==> config.mk <==
export PLATFORM = sky130hd
export DESIGN_NAME = alarm_set_and_ring_controller_core_flat
export DESIGN_NICKNAME = d
export VERILOG_FILES = /design/src/rtl/core/asrc_pkg.sv /design/src/rtl/core/asrc_req_if.sv /design/src/rtl/core/asrc_rsp_if.sv /design/src/rtl/core/alarm_set_and_ring_controller_core.sv /design/src/flat_wrapper.sv
export SDC_FILE = /design/constraint.sdc
export NUM_CORES = 1
export LEC_CHECK = 0
export BUFFER_PORTS_ARGS = -buffer_cell sky130_fd_sc_hd__buf_2
export CAP_MARGIN = 25
export CORE_UTILIZATION = 60
export CTS_BUF_LIST = sky130_fd_sc_hd__clkbuf_4 sky130_fd_sc_hd__clkbuf_8
export DETAILED_ROUTE_END_ITERATION = 16
export PLACE_DENSITY = 0.8
export SYNTH_ARGS = -nofsm -noshare
export SYNTH_HDL_FRONTEND = slang
export SYNTH_SLANG_ARGS = --single-unit
==> constraint.sdc <==
create_clock -name clock -period 13.05 [get_ports clock]
set_input_delay 2.61 -clock clock [delete_from_list [all_inputs] [get_ports clock]]
set_output_delay 2.61 -clock clock [all_outputs]
set_load 0.01 [all_outputs]
==> src/rtl/core/asrc_pkg.sv <==
// ----------------------------------------------------------------------------
// asrc_pkg
// Shared types, constants and small arithmetic helpers for the alarm
// set-and-ring controller.
// ----------------------------------------------------------------------------
`default_nettype none

package asrc_pkg;

   // Field widths
   localparam int HOUR_W   = 5;
   localparam int MINUTE_W = 6;
   localparam int SECOND_W = 6;
   localparam int FIELD_W  = 3;
   localparam int BLINK_W  = 5;
   localparam int LIMIT_W  = 16;

   // Value ranges, carried at minute width so one helper serves both fields
   localparam logic [MINUTE_W-1:0] HOURS       = 6'd24;
   localparam logic [MINUTE_W-1:0] MINUTES     = 6'd60;
   localparam logic [MINUTE_W-1:0] HOUR_MAX    = 6'd23;
   localparam logic [MINUTE_W-1:0] MINUTE_MAX  = 6'd59;
   localparam logic [MINUTE_W-1:0] UNIT_STEP   = 6'd1;
   localparam logic [MINUTE_W-1:0] HOUR_STEP   = 6'd5;
   localparam logic [MINUTE_W-1:0] MINUTE_STEP = 6'd10;

   // Blink phase counter (period 20)
   localparam logic [BLINK_W-1:0] BLINK_LAST  = 5'd19;
   localparam logic [BLINK_W-1:0] BLANK_ABOVE = 5'd15;
   localparam logic [BLINK_W-1:0] FLASH_BELOW = 5'd10;

   localparam logic [LIMIT_W-1:0] RING_LIMIT_RESET = 16'd400;

   // Codes reported on edit_field
   localparam logic [FIELD_W-1:0] FIELD_IDLE   = 3'd0;
   localparam logic [FIELD_W-1:0] FIELD_HOUR   = 3'd1;
   localparam logic [FIELD_W-1:0] FIELD_MINUTE = 3'd2;
   localparam logic [FIELD_W-1:0] FIELD_ONOFF  = 3'd3;
   localparam logic [FIELD_W-1:0] FIELD_BACK   = 3'd4;

   typedef enum logic [4:0] {
      MENU_IDLE   = 5'b00001,
      MENU_HOUR   = 5'b00010,
      MENU_MINUTE = 5'b00100,
      MENU_ONOFF  = 5'b01000,
      MENU_BACK   = 5'b10000
   } menu_state_type;

   typedef enum logic [2:0] {
      RING_INIT    = 3'b001,
      RING_COMPARE = 3'b010,
      RING_ACTIVE  = 3'b100
   } ring_state_type;

   // v + d, wrapped modulo m (v < m, d < m)
   function automatic logic [MINUTE_W-1:0] add_wrap(input logic [MINUTE_W-1:0] v,
                                                   input logic [MINUTE_W-1:0] d,
                                                   input logic [MINUTE_W-1:0] m);
      logic [MINUTE_W:0] s;
      s = {1'b0, v} + {1'b0, d};
      if (s >= {1'b0, m}) begin
         s = s - {1'b0, m};
      end
      return s[MINUTE_W-1:0];
   endfunction

   // v - d, saturating to maxv on underflow
   function automatic logic [MINUTE_W-1:0] sub_sat(input logic [MINUTE_W-1:0] v,
                                                  input logic [MINUTE_W-1:0] d,
                                                  input logic [MINUTE_W-1:0] maxv);
      return (v < d) ? maxv : (v - d);
   endfunction

   function automatic logic [BLINK_W-1:0] blink_step(input logic [BLINK_W-1:0] p);
      return (p >= BLINK_LAST) ? '0 : (p + 5'd1);
   endfunction

   function automatic logic [FIELD_W-1:0] menu_code(input menu_state_type m);
      logic [FIELD_W-1:0] c;
      case (m)
         MENU_HOUR:   c = FIELD_HOUR;
         MENU_MINUTE: c = FIELD_MINUTE;
         MENU_ONOFF:  c = FIELD_ONOFF;
         MENU_BACK:   c = FIELD_BACK;
         default:     c = FIELD_IDLE;
      endcase
      return c;
   endfunction

endpackage

`default_nettype wire

==> src/rtl/core/asrc_req_if.sv <==
// ----------------------------------------------------------------------------
// asrc_req_if
// Tick channel: key flags and current time, one beat per 10 ms tick.
// ----------------------------------------------------------------------------
`default_nettype none

interface asrc_req_if
   import asrc_pkg::*;
();
   logic                valid;
   logic                ready;
   logic                key_ok;
   logic                key_ok_hold;
   logic                key_up;
   logic                key_up_hold;
   logic                key_down;
   logic                key_down_hold;
   logic [HOUR_W-1:0]   cur_hour;
   logic [MINUTE_W-1:0] cur_minute;
   logic [SECOND_W-1:0] cur_second;

   modport source (
      output valid, key_ok, key_ok_hold, key_up, key_up_hold, key_down, key_down_hold,
             cur_hour, cur_minute, cur_second,
      input  ready
   );

   modport sink (
      input  valid, key_ok, key_ok_hold, key_up, key_up_hold, key_down, key_down_hold,
             cur_hour, cur_minute, cur_second,
      output ready
   );
endinterface

`default_nettype wire

==> src/rtl/core/asrc_rsp_if.sv <==
// ----------------------------------------------------------------------------
// asrc_rsp_if
// Result channel: alarm setting, menu and ring status after each tick.
// ----------------------------------------------------------------------------
`default_nettype none

interface asrc_rsp_if
   import asrc_pkg::*;
();
   logic                valid;
   logic                ready;
   logic [HOUR_W-1:0]   wake_hour;
   logic [MINUTE_W-1:0] wake_minute;
   logic                armed;
   logic [FIELD_W-1:0]  edit_field;
   logic                field_blank;
   logic                ringing;
   logic                ring_flash;
   logic                menu_exit;
   logic                pending;

   modport source (
      output valid, wake_hour, wake_minute, armed, edit_field, field_blank, ringing,
             ring_flash, menu_exit, pending,
      input  ready
   );

   modport sink (
      input  valid, wake_hour, wake_minute, armed, edit_field, field_blank, ringing,
             ring_flash, menu_exit, pending,
      output ready
   );
endinterface

`default_nettype wire

==> src/rtl/core/alarm_set_and_ring_controller_core.sv <==
// ----------------------------------------------------------------------------
// alarm_set_and_ring_controller_core
// One tick beat (10 ms) in, one status beat out. Each tick runs the set-up
// menu first (OK enters hour -> minute -> on/off -> back prompt; UP/DOWN step
// by 1, held UP/DOWN by 5 hours or 10 minutes; upward steps wrap modulo,
// downward steps below zero saturate to 23 or 59; held OK leaves the menu),
// then the alarm step (pending when time matches with second 0, alarm on and
// compare enabled; ringing ring_limit+1 ticks or until UP). A tick beat is
// taken every clock cycle: the whole update is one combinational pass from
// the state registers into the state and result registers; the result beat
// follows in the next cycle. The result register frees up as it is read, so
// req_if.ready only drops while a result is stalled. The user must write
// ring_limit via csr_wr_en/csr_wr_data only while idle; no check in the block.
// ----------------------------------------------------------------------------
`default_nettype none

module alarm_set_and_ring_controller_core
   import asrc_pkg::*;
(
   input  wire logic               clock,
   input  wire logic               reset,
   asrc_req_if.sink                req_if,
   asrc_rsp_if.source              rsp_if,
   input  wire logic               csr_wr_en,
   input  wire logic [LIMIT_W-1:0] csr_wr_data
);

   // ---------------------------------------------------------------------
   // Handshake: accept whenever the result register is empty or draining
   // ---------------------------------------------------------------------
   logic rsp_valid_ff;
   logic req_accept;

   assign req_if.ready = !rsp_valid_ff || rsp_if.ready;
   assign req_accept   = req_if.valid && req_if.ready;

   // ---------------------------------------------------------------------
   // State
   // ---------------------------------------------------------------------
   logic [LIMIT_W-1:0]  ring_limit_ff;
   menu_state_type      menu_ff,       menu_in;
   logic [HOUR_W-1:0]   hour_ff,       hour_in;
   logic [MINUTE_W-1:0] minute_ff,     minute_in;
   logic                on_ff,         on_in;
   logic                cmp_en_ff,     cmp_en_in;
   logic [BLINK_W-1:0]  edit_blink_ff, edit_blink_in;
   ring_state_type      ring_ff,       ring_in;
   logic                pending_ff,    pending_in;
   logic [LIMIT_W-1:0]  ring_ticks_ff, ring_ticks_in;
   logic [BLINK_W-1:0]  ring_blink_ff, ring_blink_in;

   // Per-tick flags headed for the result register
   logic blank_in, ringing_in, flash_in, exit_in;

   // ---------------------------------------------------------------------
   // Tick update: menu step, then alarm step (alarm sees the menu's result)
   // ---------------------------------------------------------------------
   always_comb begin
      logic [MINUTE_W-1:0] h;
      logic [MINUTE_W-1:0] m;
      logic [LIMIT_W:0]    next_ticks;
      logic                time_match;

      menu_in       = menu_ff;
      hour_in       = hour_ff;
      minute_in     = minute_ff;
      on_in         = on_ff;
      cmp_en_in     = cmp_en_ff;
      edit_blink_in = edit_blink_ff;
      ring_in       = ring_ff;
      pending_in    = pending_ff;
      ring_ticks_in = ring_ticks_ff;
      ring_blink_in = ring_blink_ff;
      blank_in      = 1'b0;
      ringing_in    = 1'b0;
      flash_in      = 1'b0;
      exit_in       = 1'b0;

      // Hour chain: up, up-hold, down, down-hold applied in that order
      h = {1'b0, hour_ff};
      if (req_if.key_up)        h = add_wrap(h, UNIT_STEP, HOURS);
      if (req_if.key_up_hold)   h = add_wrap(h, HOUR_STEP, HOURS);
      if (req_if.key_down)      h = sub_sat(h, UNIT_STEP, HOUR_MAX);
      if (req_if.key_down_hold) h = sub_sat(h, HOUR_STEP, HOUR_MAX);

      m = minute_ff;
      if (req_if.key_up)        m = add_wrap(m, UNIT_STEP, MINUTES);
      if (req_if.key_up_hold)   m = add_wrap(m, MINUTE_STEP, MINUTES);
      if (req_if.key_down)      m = sub_sat(m, UNIT_STEP, MINUTE_MAX);
      if (req_if.key_down_hold) m = sub_sat(m, MINUTE_STEP, MINUTE_MAX);

      // ---- set-up menu ----
      case (menu_ff)
         MENU_IDLE: begin
            if (req_if.key_ok && cmp_en_ff) menu_in = MENU_HOUR;
         end
         MENU_HOUR, MENU_MINUTE, MENU_ONOFF, MENU_BACK: begin
            cmp_en_in     = 1'b0;
            edit_blink_in = blink_step(edit_blink_ff);
            blank_in      = edit_blink_in > BLANK_ABOVE;

            if (menu_ff == MENU_HOUR)   hour_in   = h[HOUR_W-1:0];
            if (menu_ff == MENU_MINUTE) minute_in = m;
            // UP and DOWN together toggle twice
            if (menu_ff == MENU_ONOFF)  on_in = on_ff ^ req_if.key_up ^ req_if.key_down;

            if (menu_ff == MENU_BACK) begin
               if (req_if.key_up || req_if.key_down || req_if.key_ok) begin
                  menu_in   = MENU_IDLE;
                  cmp_en_in = 1'b1;
               end
               exit_in = req_if.key_ok;
            end else begin
               if (req_if.key_ok) begin
                  case (menu_ff)
                     MENU_HOUR:   menu_in = MENU_MINUTE;
                     MENU_MINUTE: menu_in = MENU_ONOFF;
                     default:     menu_in = MENU_BACK;
                  endcase
               end
               // held OK wins over plain OK
               if (req_if.key_ok_hold) begin
                  menu_in   = MENU_IDLE;
                  cmp_en_in = 1'b1;
               end
            end
         end
         default: ;
      endcase

      // ---- alarm step ----
      time_match = (req_if.cur_hour == hour_in) && (req_if.cur_minute == minute_in) &&
                   (req_if.cur_second == '0);
      next_ticks = {1'b0, ring_ticks_ff} + {{LIMIT_W{1'b0}}, 1'b1};

      case (ring_ff)
         RING_COMPARE: begin
            if (time_match && on_in && cmp_en_in) pending_in = 1'b1;
            if (pending_in) ring_in = RING_ACTIVE;
         end
         RING_ACTIVE: begin
            ringing_in    = 1'b1;
            cmp_en_in     = 1'b0;
            ring_blink_in = blink_step(ring_blink_ff);
            flash_in      = ring_blink_in < FLASH_BELOW;
            if ((next_ticks > {1'b0, ring_limit_ff}) || req_if.key_up) begin
               cmp_en_in     = 1'b1;
               pending_in    = 1'b0;
               ring_ticks_in = '0;
               ring_in       = RING_INIT;
            end else begin
               ring_ticks_in = next_ticks[LIMIT_W-1:0];
            end
         end
         default: ring_in = RING_COMPARE;
      endcase
   end

   // ---------------------------------------------------------------------
   // State registers, advanced once per accepted tick beat
   // ---------------------------------------------------------------------
   always_ff @(posedge clock) begin
      if (reset) begin
         ring_limit_ff <= RING_LIMIT_RESET;
         menu_ff       <= MENU_IDLE;
         hour_ff       <= '0;
         minute_ff     <= '0;
         on_ff         <= 1'b0;
         cmp_en_ff     <= 1'b1;
         edit_blink_ff <= '0;
         ring_ff       <= RING_INIT;
         pending_ff    <= 1'b0;
         ring_ticks_ff <= '0;
         ring_blink_ff <= '0;
      end else begin
         if (csr_wr_en) ring_limit_ff <= csr_wr_data;
         if (req_accept) begin
            menu_ff       <= menu_in;
            hour_ff       <= hour_in;
            minute_ff     <= minute_in;
            on_ff         <= on_in;
            cmp_en_ff     <= cmp_en_in;
            edit_blink_ff <= edit_blink_in;
            ring_ff       <= ring_in;
            pending_ff    <= pending_in;
            ring_ticks_ff <= ring_ticks_in;
            ring_blink_ff <= ring_blink_in;
         end
      end
   end

   // ---------------------------------------------------------------------
   // Result register
   // ---------------------------------------------------------------------
   logic [HOUR_W-1:0]   wake_hour_ff;
   logic [MINUTE_W-1:0] wake_minute_ff;
   logic                armed_ff;
   logic [FIELD_W-1:0]  edit_field_ff;
   logic                field_blank_ff;
   logic                ringing_ff;
   logic                ring_flash_ff;
   logic                menu_exit_ff;
   logic                pending_out_ff;

   always_ff @(posedge clock) begin
      if (reset) begin
         rsp_valid_ff <= 1'b0;
      end else if (req_accept) begin
         rsp_valid_ff <= 1'b1;
      end else if (rsp_if.ready) begin
         rsp_valid_ff <= 1'b0;
      end
   end

   // payload, no reset needed
   always_ff @(posedge clock) begin
      if (req_accept) begin
         wake_hour_ff   <= hour_in;
         wake_minute_ff <= minute_in;
         armed_ff       <= on_in;
         edit_field_ff  <= menu_code(menu_in);
         field_blank_ff <= blank_in;
         ringing_ff     <= ringing_in;
         ring_flash_ff  <= flash_in;
         menu_exit_ff   <= exit_in;
         pending_out_ff <= pending_in;
      end
   end

   assign rsp_if.valid       = rsp_valid_ff;
   assign rsp_if.wake_hour   = wake_hour_ff;
   assign rsp_if.wake_minute = wake_minute_ff;
   assign rsp_if.armed       = armed_ff;
   assign rsp_if.edit_field  = edit_field_ff;
   assign rsp_if.field_blank = field_blank_ff;
   assign rsp_if.ringing     = ringing_ff;
   assign rsp_if.ring_flash  = ring_flash_ff;
   assign rsp_if.menu_exit   = menu_exit_ff;
   assign rsp_if.pending     = pending_out_ff;

   // ---------------------------------------------------------------------
   // Assertions
   // ---------------------------------------------------------------------
   // every accepted tick yields a result beat next cycle
   a_accept_gives_beat: assert property (@(posedge clock) disable iff (reset)
      req_accept |=> rsp_valid_ff)
      else $error("accepted tick produced no result beat");

   // alarm hour stays in range
   a_hour_range: assert property (@(posedge clock) disable iff (reset)
      hour_ff < HOURS[HOUR_W-1:0])
      else $error("alarm hour out of range");

   // flash only while ringing
   a_flash_ringing: assert property (@(posedge clock) disable iff (reset)
      (rsp_valid_ff && ring_flash_ff) |-> ringing_ff)
      else $error("ring flash without ringing");

   // an exit pulse leaves the menu idle
   a_exit_idle: assert property (@(posedge clock) disable iff (reset)
      (rsp_valid_ff && menu_exit_ff) |-> (edit_field_ff == FIELD_IDLE))
      else $error("menu exit with menu still open");

endmodule

`default_nettype wire
==> src/flat_wrapper.sv <==
// flat-port wrapper written by rule: the top's interface ports become plain ports
module alarm_set_and_ring_controller_core_flat import asrc_pkg::*;
  (clock, reset, csr_wr_en, csr_wr_data, req_if_valid, req_if_key_ok, req_if_key_ok_hold, req_if_key_up, req_if_key_up_hold, req_if_key_down, req_if_key_down_hold, req_if_cur_hour, req_if_cur_minute, req_if_cur_second, req_if_ready, rsp_if_valid, rsp_if_wake_hour, rsp_if_wake_minute, rsp_if_armed, rsp_if_edit_field, rsp_if_field_blank, rsp_if_ringing, rsp_if_ring_flash, rsp_if_menu_exit, rsp_if_pending, rsp_if_ready);
  asrc_req_if req_if_i ();
  asrc_rsp_if rsp_if_i ();
  input  wire logic clock;
  input  wire logic reset;
  input  wire logic csr_wr_en;
  input  wire logic [LIMIT_W-1:0] csr_wr_data;
  input wire logic [$bits(req_if_i.valid)-1:0] req_if_valid;
  input wire logic [$bits(req_if_i.key_ok)-1:0] req_if_key_ok;
  input wire logic [$bits(req_if_i.key_ok_hold)-1:0] req_if_key_ok_hold;
  input wire logic [$bits(req_if_i.key_up)-1:0] req_if_key_up;
  input wire logic [$bits(req_if_i.key_up_hold)-1:0] req_if_key_up_hold;
  input wire logic [$bits(req_if_i.key_down)-1:0] req_if_key_down;
  input wire logic [$bits(req_if_i.key_down_hold)-1:0] req_if_key_down_hold;
  input wire logic [$bits(req_if_i.cur_hour)-1:0] req_if_cur_hour;
  input wire logic [$bits(req_if_i.cur_minute)-1:0] req_if_cur_minute;
  input wire logic [$bits(req_if_i.cur_second)-1:0] req_if_cur_second;
  output wire logic [$bits(req_if_i.ready)-1:0] req_if_ready;
  output wire logic [$bits(rsp_if_i.valid)-1:0] rsp_if_valid;
  output wire logic [$bits(rsp_if_i.wake_hour)-1:0] rsp_if_wake_hour;
  output wire logic [$bits(rsp_if_i.wake_minute)-1:0] rsp_if_wake_minute;
  output wire logic [$bits(rsp_if_i.armed)-1:0] rsp_if_armed;
  output wire logic [$bits(rsp_if_i.edit_field)-1:0] rsp_if_edit_field;
  output wire logic [$bits(rsp_if_i.field_blank)-1:0] rsp_if_field_blank;
  output wire logic [$bits(rsp_if_i.ringing)-1:0] rsp_if_ringing;
  output wire logic [$bits(rsp_if_i.ring_flash)-1:0] rsp_if_ring_flash;
  output wire logic [$bits(rsp_if_i.menu_exit)-1:0] rsp_if_menu_exit;
  output wire logic [$bits(rsp_if_i.pending)-1:0] rsp_if_pending;
  input wire logic [$bits(rsp_if_i.ready)-1:0] rsp_if_ready;
  assign req_if_i.valid = req_if_valid;
  assign req_if_i.key_ok = req_if_key_ok;
  assign req_if_i.key_ok_hold = req_if_key_ok_hold;
  assign req_if_i.key_up = req_if_key_up;
  assign req_if_i.key_up_hold = req_if_key_up_hold;
  assign req_if_i.key_down = req_if_key_down;
  assign req_if_i.key_down_hold = req_if_key_down_hold;
  assign req_if_i.cur_hour = req_if_cur_hour;
  assign req_if_i.cur_minute = req_if_cur_minute;
  assign req_if_i.cur_second = req_if_cur_second;
  assign req_if_ready = req_if_i.ready;
  assign rsp_if_valid = rsp_if_i.valid;
  assign rsp_if_wake_hour = rsp_if_i.wake_hour;
  assign rsp_if_wake_minute = rsp_if_i.wake_minute;
  assign rsp_if_armed = rsp_if_i.armed;
  assign rsp_if_edit_field = rsp_if_i.edit_field;
  assign rsp_if_field_blank = rsp_if_i.field_blank;
  assign rsp_if_ringing = rsp_if_i.ringing;
  assign rsp_if_ring_flash = rsp_if_i.ring_flash;
  assign rsp_if_menu_exit = rsp_if_i.menu_exit;
  assign rsp_if_pending = rsp_if_i.pending;
  assign rsp_if_i.ready = rsp_if_ready;
  alarm_set_and_ring_controller_core u_core (.clock(clock), .reset(reset), .req_if(req_if_i), .rsp_if(rsp_if_i), .csr_wr_en(csr_wr_en), .csr_wr_data(csr_wr_data));
endmodule
==> metrics.md, run 1 <==
| Metric | Value |
|---|---|
| Outcome | completed |
| Worst-Skew Late Latency | around 370 ps |
| Cells after Synth | a little over 900 |
| Yosys cell types | 93 |
| Root Driver | clkbuf_8 |
| Die width | around 110 µm |
| Place WS | about 3900 ps |
| CTS resizes | 0 |
| Die Y | ~110 µm |
| Max IR drop VDD | slightly below 80 µV |
| Crit path time final | 8940 ps |
| Static Leak | roughly 0.0031 µW |
| CP startpoint | req_if_key_up |
| Max cap viols | 0 |
| Htree depth | 3 |
| IO Count | 66 |
| DRT Pass-1 Iters | 5 |
| Period utilisation layout | 0.685 |
| Met3 WL | 815 µm |
| ANT nets after route | 0 |
| DR iter-0 viols | 555 |
| Vias in the first global route | around 6,400 |
| Core Area | 11,700 µm² |
| Count of hold-fix buffers inserted at cts | 0 |
| WL/cell | around 16 µm |
| Synth Flop Type | dfxtp_1 |
| First-pass GRT wire length | about 30,000 µm |
| WP data required | between 10,000 and 15,000 ps |
| Post-Syn Area | approximately 7300 µm² |
| Setup Buffers After CTS | 0 |
| Synthesis warning total | 0 |
| Fmax | between 100 and 150 MHz |
| Post-Route M1 WL | slightly above 8000 µm |
| Synth async-reset ratio | 0 |
| Net Count, Synth | between 1,000 and 1,500 |
| Register area share after synthesis | 0.260 |
| RSZ-0062 raised after global routing | false |
| Total Nets Final | 1,041 |
| Hold crit path type | reg -> reg |
| Largest net degree at the start of global routing | 60 |
| Synth Area per Inst | ~7.8 µm² |
| Remaining DRCs | 0 |
| #FFs+latches synth | 85 |
| Worst slew pin tran | between 1000 and 1500 ps |
| Area growth syn-to-layout | 7.21% |
| Number of flops mapped to enable cells by yosys | 20 |
| Crit path kind | in -> reg |
| Layout cells sized above 1 | 0.126 |
| Crit path DAT | around 9300 ps |
| Critical path endpoint category | flop |
| Hold Slack | 471 ps |
| CTS Buf Count | 9 |
| # fillers | 1,024 |
| Initial Util | 0.628 |
| Total Wirelength | 18,200 µm |
| Relative max-transition margin | 0.257 |
| Grt total ovfl | 0 |
| Fin. max-slew vios | 0 |
| Final RePlAce weighted congestion | roughly 0.9 |
| Slowest stage delay, CP | a little under 800 ps |
| Fin worst setup slack | 4110 ps |
| Setup TNS | 0 ps |
| Detailed-route via count | ~7,100 |
| Initial antenna violation count | 0 |
| Reg clk slew, reported paths | 90 ps |
| Number of hold violations in the final report | 0 |
| Hold path start | u_core.ring_ticks_ff[1] |
| Post-detail-place hpwl | 13,100 µm |
| Routed length on met2 | ~8600 µm |
| Die ar. | 12,700 µm² |
| Total global routing track utilization | 0.288 |
| Rows | 39 |
| Pwr Density | 83.7 nW/µm² |
| Clock Path Buffers | 2 |
| CTS tree | done |
| Worst-path fanout max | 28 |
| FF-to-FF Start | u_core.minute_ff[0] |
| Startpoint types | input port |
| Sink Count | 85 |
| Max Used Layer | met4 |
| Setup-failing EPs final | 0 |
| Vias/cell | between 6 and 7 |
| Port bufs | between 60 and 70 |
| # diodes | 0 |
| Max stage delay cell, worst path | a31oi_1 |
| Layout Skew | about 11 ps |
[cell usage in the layout (no fill, tap or decap), drive strengths merged, types with 13 or more instances in the layout]
cell type	n
nand3b	18
a21oi	70
nand2b	17
nor2	76
xor2	21
inv	45
and3	20
buf	68
xnor2	27
dfxtp	65
edfxtp	20
o21ai	40
ha	34
nor3	41
nand3	38
nand2	87
or3	13
clkbuf	15
nor2b	14
mux2i	28
[path summary, 6_finish.rpt]
path / end / slack, ps / cells after the start
max: u_core.ring_ff[2] / 4110 / 27
min: u_core.ring_ticks_ff[1] / 470 / 2
max reg2reg: u_core.ring_ff[2] / 4980 / 29
min reg2reg: u_core.ring_ticks_ff[1] / 470 / 2
[sequential cells by signal, indices dropped and copies added, names as in the netlist, 3 cells and up]
| register | count |
|---|---|
| u_core.edit_blink_ff | 5 |
| u_core.ring_limit_ff | 16 |
| u_core.minute_ff | 6 |
| u_core.ring_ff | 3 |
| u_core.rsp_if.wake_hour | 5 |
| u_core.menu_ff | 5 |
| u_core.rsp_if.edit_field | 3 |
| u_core.ring_blink_ff | 5 |
| u_core.ring_ticks_ff | 16 |
| u_core.hour_ff | 5 |
| u_core.rsp_if.wake_minute | 6 |
[where the power goes]
part	switching, µW	leakage (µW)	internal, µW
registers	9.36	0.000732	279
clock network	90.3	0.000114	111
logic	101	0.00228	65.9
[synth_stat cells (7+ instances only)]
master     instances  area share
o21ai_0           37       0.025
nor3_1            39       0.027
nand2b_1          17       0.015
xor2_1            21       0.025
and2_1             9      0.0077
nor2b_1           14       0.012
a211oi_1           7      0.0072
xnor2_1           27       0.032
inv_1             45       0.023
ha_1              34       0.058
nor3b_1            8      0.0082
o2111ai_1          7      0.0084
nand3b_1          18       0.018
edfxtp_1          20       0.082
nor4_1            12       0.010
nor2_1            76       0.039
dfxtp_1           65        0.18
nand4_1           12       0.010
o21a_1            11       0.011
clkbuf_1          34       0.017
o211ai_1          10       0.010
nand3_1           38       0.026
mux2i_1           28       0.038
or3_1             12       0.010
a21oi_1           70       0.048
nand2_1           87       0.045
and3_1            20       0.017
buf_2              7      0.0048
[area by class of cell]
class | instances | area, µm² | share of cell area
inverter | 45 | 169 | 0.0215
sequential | 85 | 1900 | 0.242
clock buffer | 15 | 188 | 0.0239
clock inverter | 1 | 30.0 | 0.00382
multi-input combinational | 754 | 5040 | 0.641
timing repair buffer | 68 | 348 | 0.0443
tap | 143 | 179 | 0.0228
[critical path, delay by kind of cell]
family | cells | cell delay, ps
AO/OA/AOI/OAI | 11 | 3030
buffers and inverters | 4 | 980
AND/OR/NAND/NOR | 8 | 1730
XOR/XNOR | 1 | 160
adder cells (fa/ha/maj) | 3 | 730
[routing by layer]
layer / vias up / global-route usage
li1: 3510 / -
met1: 3299 / 0.363
met5: - / 0
met3: 51 / 0.0410
met4: 0 / 0.134
met2: 209 / 0.489
[kinds of logic after synthesis]
group / Yosys count / share of synthesized area
AO/OA/AOI/OAI: 243 / 0.238
flip-flops: 85 / 0.260
buffers and inverters: 96 / 0.0535
adder cells (fa/ha/maj): 35 / 0.0594
multiplexers: 35 / 0.0501
XOR/XNOR: 49 / 0.0605
AND/OR/NAND/NOR: 392 / 0.279
[through the flow]
| step | util | total power [µW] | area (µm²) | std cells |
|---|---|---|---|---|
| after floorplan | - | 418 | 7320 | 935 |
| after global placement | 0.655 | 456 | 7630 | 1095 |
| after detailed placement | 0.655 | 458 | 7630 | 1095 |
| after CTS | 0.673 | 657 | 7850 | 1111 |
| after global routing | 0.673 | 690 | 7850 | 1111 |
| final | 0.673 | 657 | 7850 | 1111 |
No activity file was read; power rests on OpenSTA's default activity.
==> run 2: changes to the inputs <==
CORE_UTILIZATION = 57   (was 60)
clock period = 7.22 ns   (was 13.05 ns; I/O delays follow)
==> metrics.md, run 2 (same netlist as run 1, synthesis figures left out) <==
| Metric | Value |
|---|---|
| Clk pwr share | 0.296 |
| CTS tree | done |
| Layout cells sized above 1 | 0.152 |
| Total Wirelength | ~19,000 µm |
| Crit path kind | reg -> reg |
| Layer with the highest usage | met2 |
| Htree depth | 3 |
| Grt total ovfl | 0 |
| Die width | between 100 and 150 µm |
| R2R Path End | u_core.rsp_if.pending |
| Total global routing track utilization | 0.292 |
| # diodes | 0 |
| Fmax | ~150 MHz |
| Pwr Density | roughly 150 nW/µm² |
| WP data required | around 7500 ps |
| Commonest non-fill, non-tap cell in the layout | nand2_1 |
| Combinational share of power | 0.270 |
| Reg2Reg Depth | 29 |
| Vias/cell | slightly above 6 |
| Initial Util | 0.583 |
| Worst slew pin tran | about 940 ps |
| Final RePlAce weighted congestion | approximately 0.92 |
| Power, Total | approximately 1200 µW |
| Fin. max-slew vios | 0 |
| Relative max-transition margin | 0.370 |
| Critical path endpoint category | flop |
| Outcome | completed |
| Count of hold-fix buffers inserted at cts | 0 |
| Net switching power | 385 µW |
| Worst-Skew Late Latency | about 370 ps |
| Reg2reg setup slack | 400 ps |
| CP startpoint | u_core.minute_ff[0] |
| Initial antenna violation count | 0 |
| Die ar. | about 13,000 µm² |
| Core Area | ~13,000 µm² |
| Max cap viols | 0 |
| Layout Skew | about 20 ps |
| Port bufs | between 60 and 70 |
| Fin cells | 1,160 |
| GR Util met3 | 0.0453 |
| Total Nets Final | 1,061 |
| Largest net degree at the start of global routing | 60 |
| Die Y | between 100 and 150 µm |
| Crit path DAT | roughly 7100 ps |
| Worst Setup EP | u_core.rsp_if.pending |
| Sequential power share | 0.435 |
| DRT Pass-1 Iters | 6 |
| WL/cell | 16.4 µm |
| Most frequent cells in the layout | nand2_1 (87), nor2_1 (76), a21oi_1 (70), buf_2 (65), dfxtp_1 (63) |
| Remaining DRCs | 0 |
| Startpoint types | flop |
| Cell repeated most along the worst path | ha_1 |
| Hold Slack | roughly 470 ps |
| Top Registers | u_core.ring_limit_ff x16, u_core.ring_ticks_ff x16 |
| Worst-path fanout max | 7 |
| IO Count | 66 |
| Area growth syn-to-layout | 10.5% |
| Crit path time final | between 6000 and 7000 ps |
| Post-detail-place hpwl | around 14,000 µm |
| FF-to-FF Start | u_core.minute_ff[0] |
| Rows | 41 |
| Switching Share | 0.323 |
| Vias in the first global route | 6,676 |
| Root Driver | clkbuf_8 |
| Pint | 808 µW |
| ANT nets after route | 0 |
| GR met1 Demand/Resource | 0.371 |
| First-pass GRT wire length | between 30,000 and 40,000 µm |
| DR iter-0 viols | 711 |
| Met2 usage | 0.484 |
| Max stage delay cell, worst path | a2111o_1 |
| Max IR drop VDD | between 100 and 150 µV |
| Static Leak | 0.00322 µW |
| Post-Route Utilization | 0.644 |
| Setup-failing EPs final | 0 |
| CTS Buf Count | 9 |
| Clock Path Buffers | 2 |
| Detailed-route via count | between 7,000 and 8,000 |
| Sink Count | between 80 and 90 |
| Period utilisation layout | 0.944 |
| Reg clk slew, reported paths | around 90 ps |
| Number of hold violations in the final report | 0 |
| Hold crit path type | reg -> reg |
| # placed instances | around 1,100 |
| Slowest stage delay, CP | around 470 ps |
-- run 2: cell count changes in the layout (fill, tap and decap cells not counted), moves of 2 or more --
cell and delta:
buf_4 +19, dfxtp_1 -2, dfxtp_2 +2, clkbuf_8 -2
-- run 2: what timing repair did --
item / 4_1_cts / 5_1_grt
gates resized for setup: 0 / 12
buffers inserted: 0 / 0
endpoints found under the setup margin: 0 / 5
-- run 2: per-layer routing --
metal	up-vias	part of all wire
met2	228	0.47
met5	-	0
met3	47	0.054
met4	0	0.029
li1	3577	-
met1	3351	0.44
-- run 2: power by group through the flow --
stage	registers, µW	logic [µW]	clock network (µW)
after floorplan	528	227	0
after global placement	529	303	0
after detailed placement	529	309	0
after CTS	518	311	357
after global routing	521	354	378
final	519	322	353
-- run 2: stage by stage --
| step | area (µm²) | setup slack, ps | setup TNS, ps |
|---|---|---|---|
| 5_1_grt | 8090 | -0.369 | -0.369 |
| 6_report | 8090 | 403 | 0 |
| 3_5_place_dp | 7810 | 51.1 | 0 |
| 4_1_cts | 8020 | 230 | 0 |
| 2_1_floorplan | 7320 | 202 | 0 |
| 3_3_place_gp | 7810 | 267 | 0 |
-- run 2: worst min-delay path by stage --
stage                                 start  slack (ps)                      end  depth (start not counted)
floorplan           u_core.ring_ticks_ff[1]         440  u_core.ring_ticks_ff[1]                          2
global placement    u_core.ring_ticks_ff[1]         460  u_core.ring_ticks_ff[1]                          2
detailed placement  u_core.ring_ticks_ff[1]         460  u_core.ring_ticks_ff[1]                          2
CTS                 u_core.ring_ticks_ff[1]         480  u_core.ring_ticks_ff[1]                          2
global route        u_core.ring_ticks_ff[1]         490  u_core.ring_ticks_ff[1]                          2
finish              u_core.ring_ticks_ff[1]         470  u_core.ring_ticks_ff[1]                          2
-- run 2: area by class of cell --
cell class | instances | area (µm²)
Clock buffer | 11 | 145
Clock inverter | 5 | 57.6
Fill cell | 1093 | 4480
Inverter | 45 | 169
Multi-Input combinational cell | 754 | 5100
Sequential cell | 85 | 1900
Tap cell | 172 | 215
Timing Repair Buffer | 88 | 498
-- run 2: critical path: cells and delay by family (launching register included) --
family | cells | cell delay, ps
flip-flops | 1 | 320
adder cells (fa/ha/maj) | 6 | 1630
buffers and inverters | 2 | 240
XOR/XNOR | 2 | 310
AO/OA/AOI/OAI | 13 | 2780
AND/OR/NAND/NOR | 6 | 1380
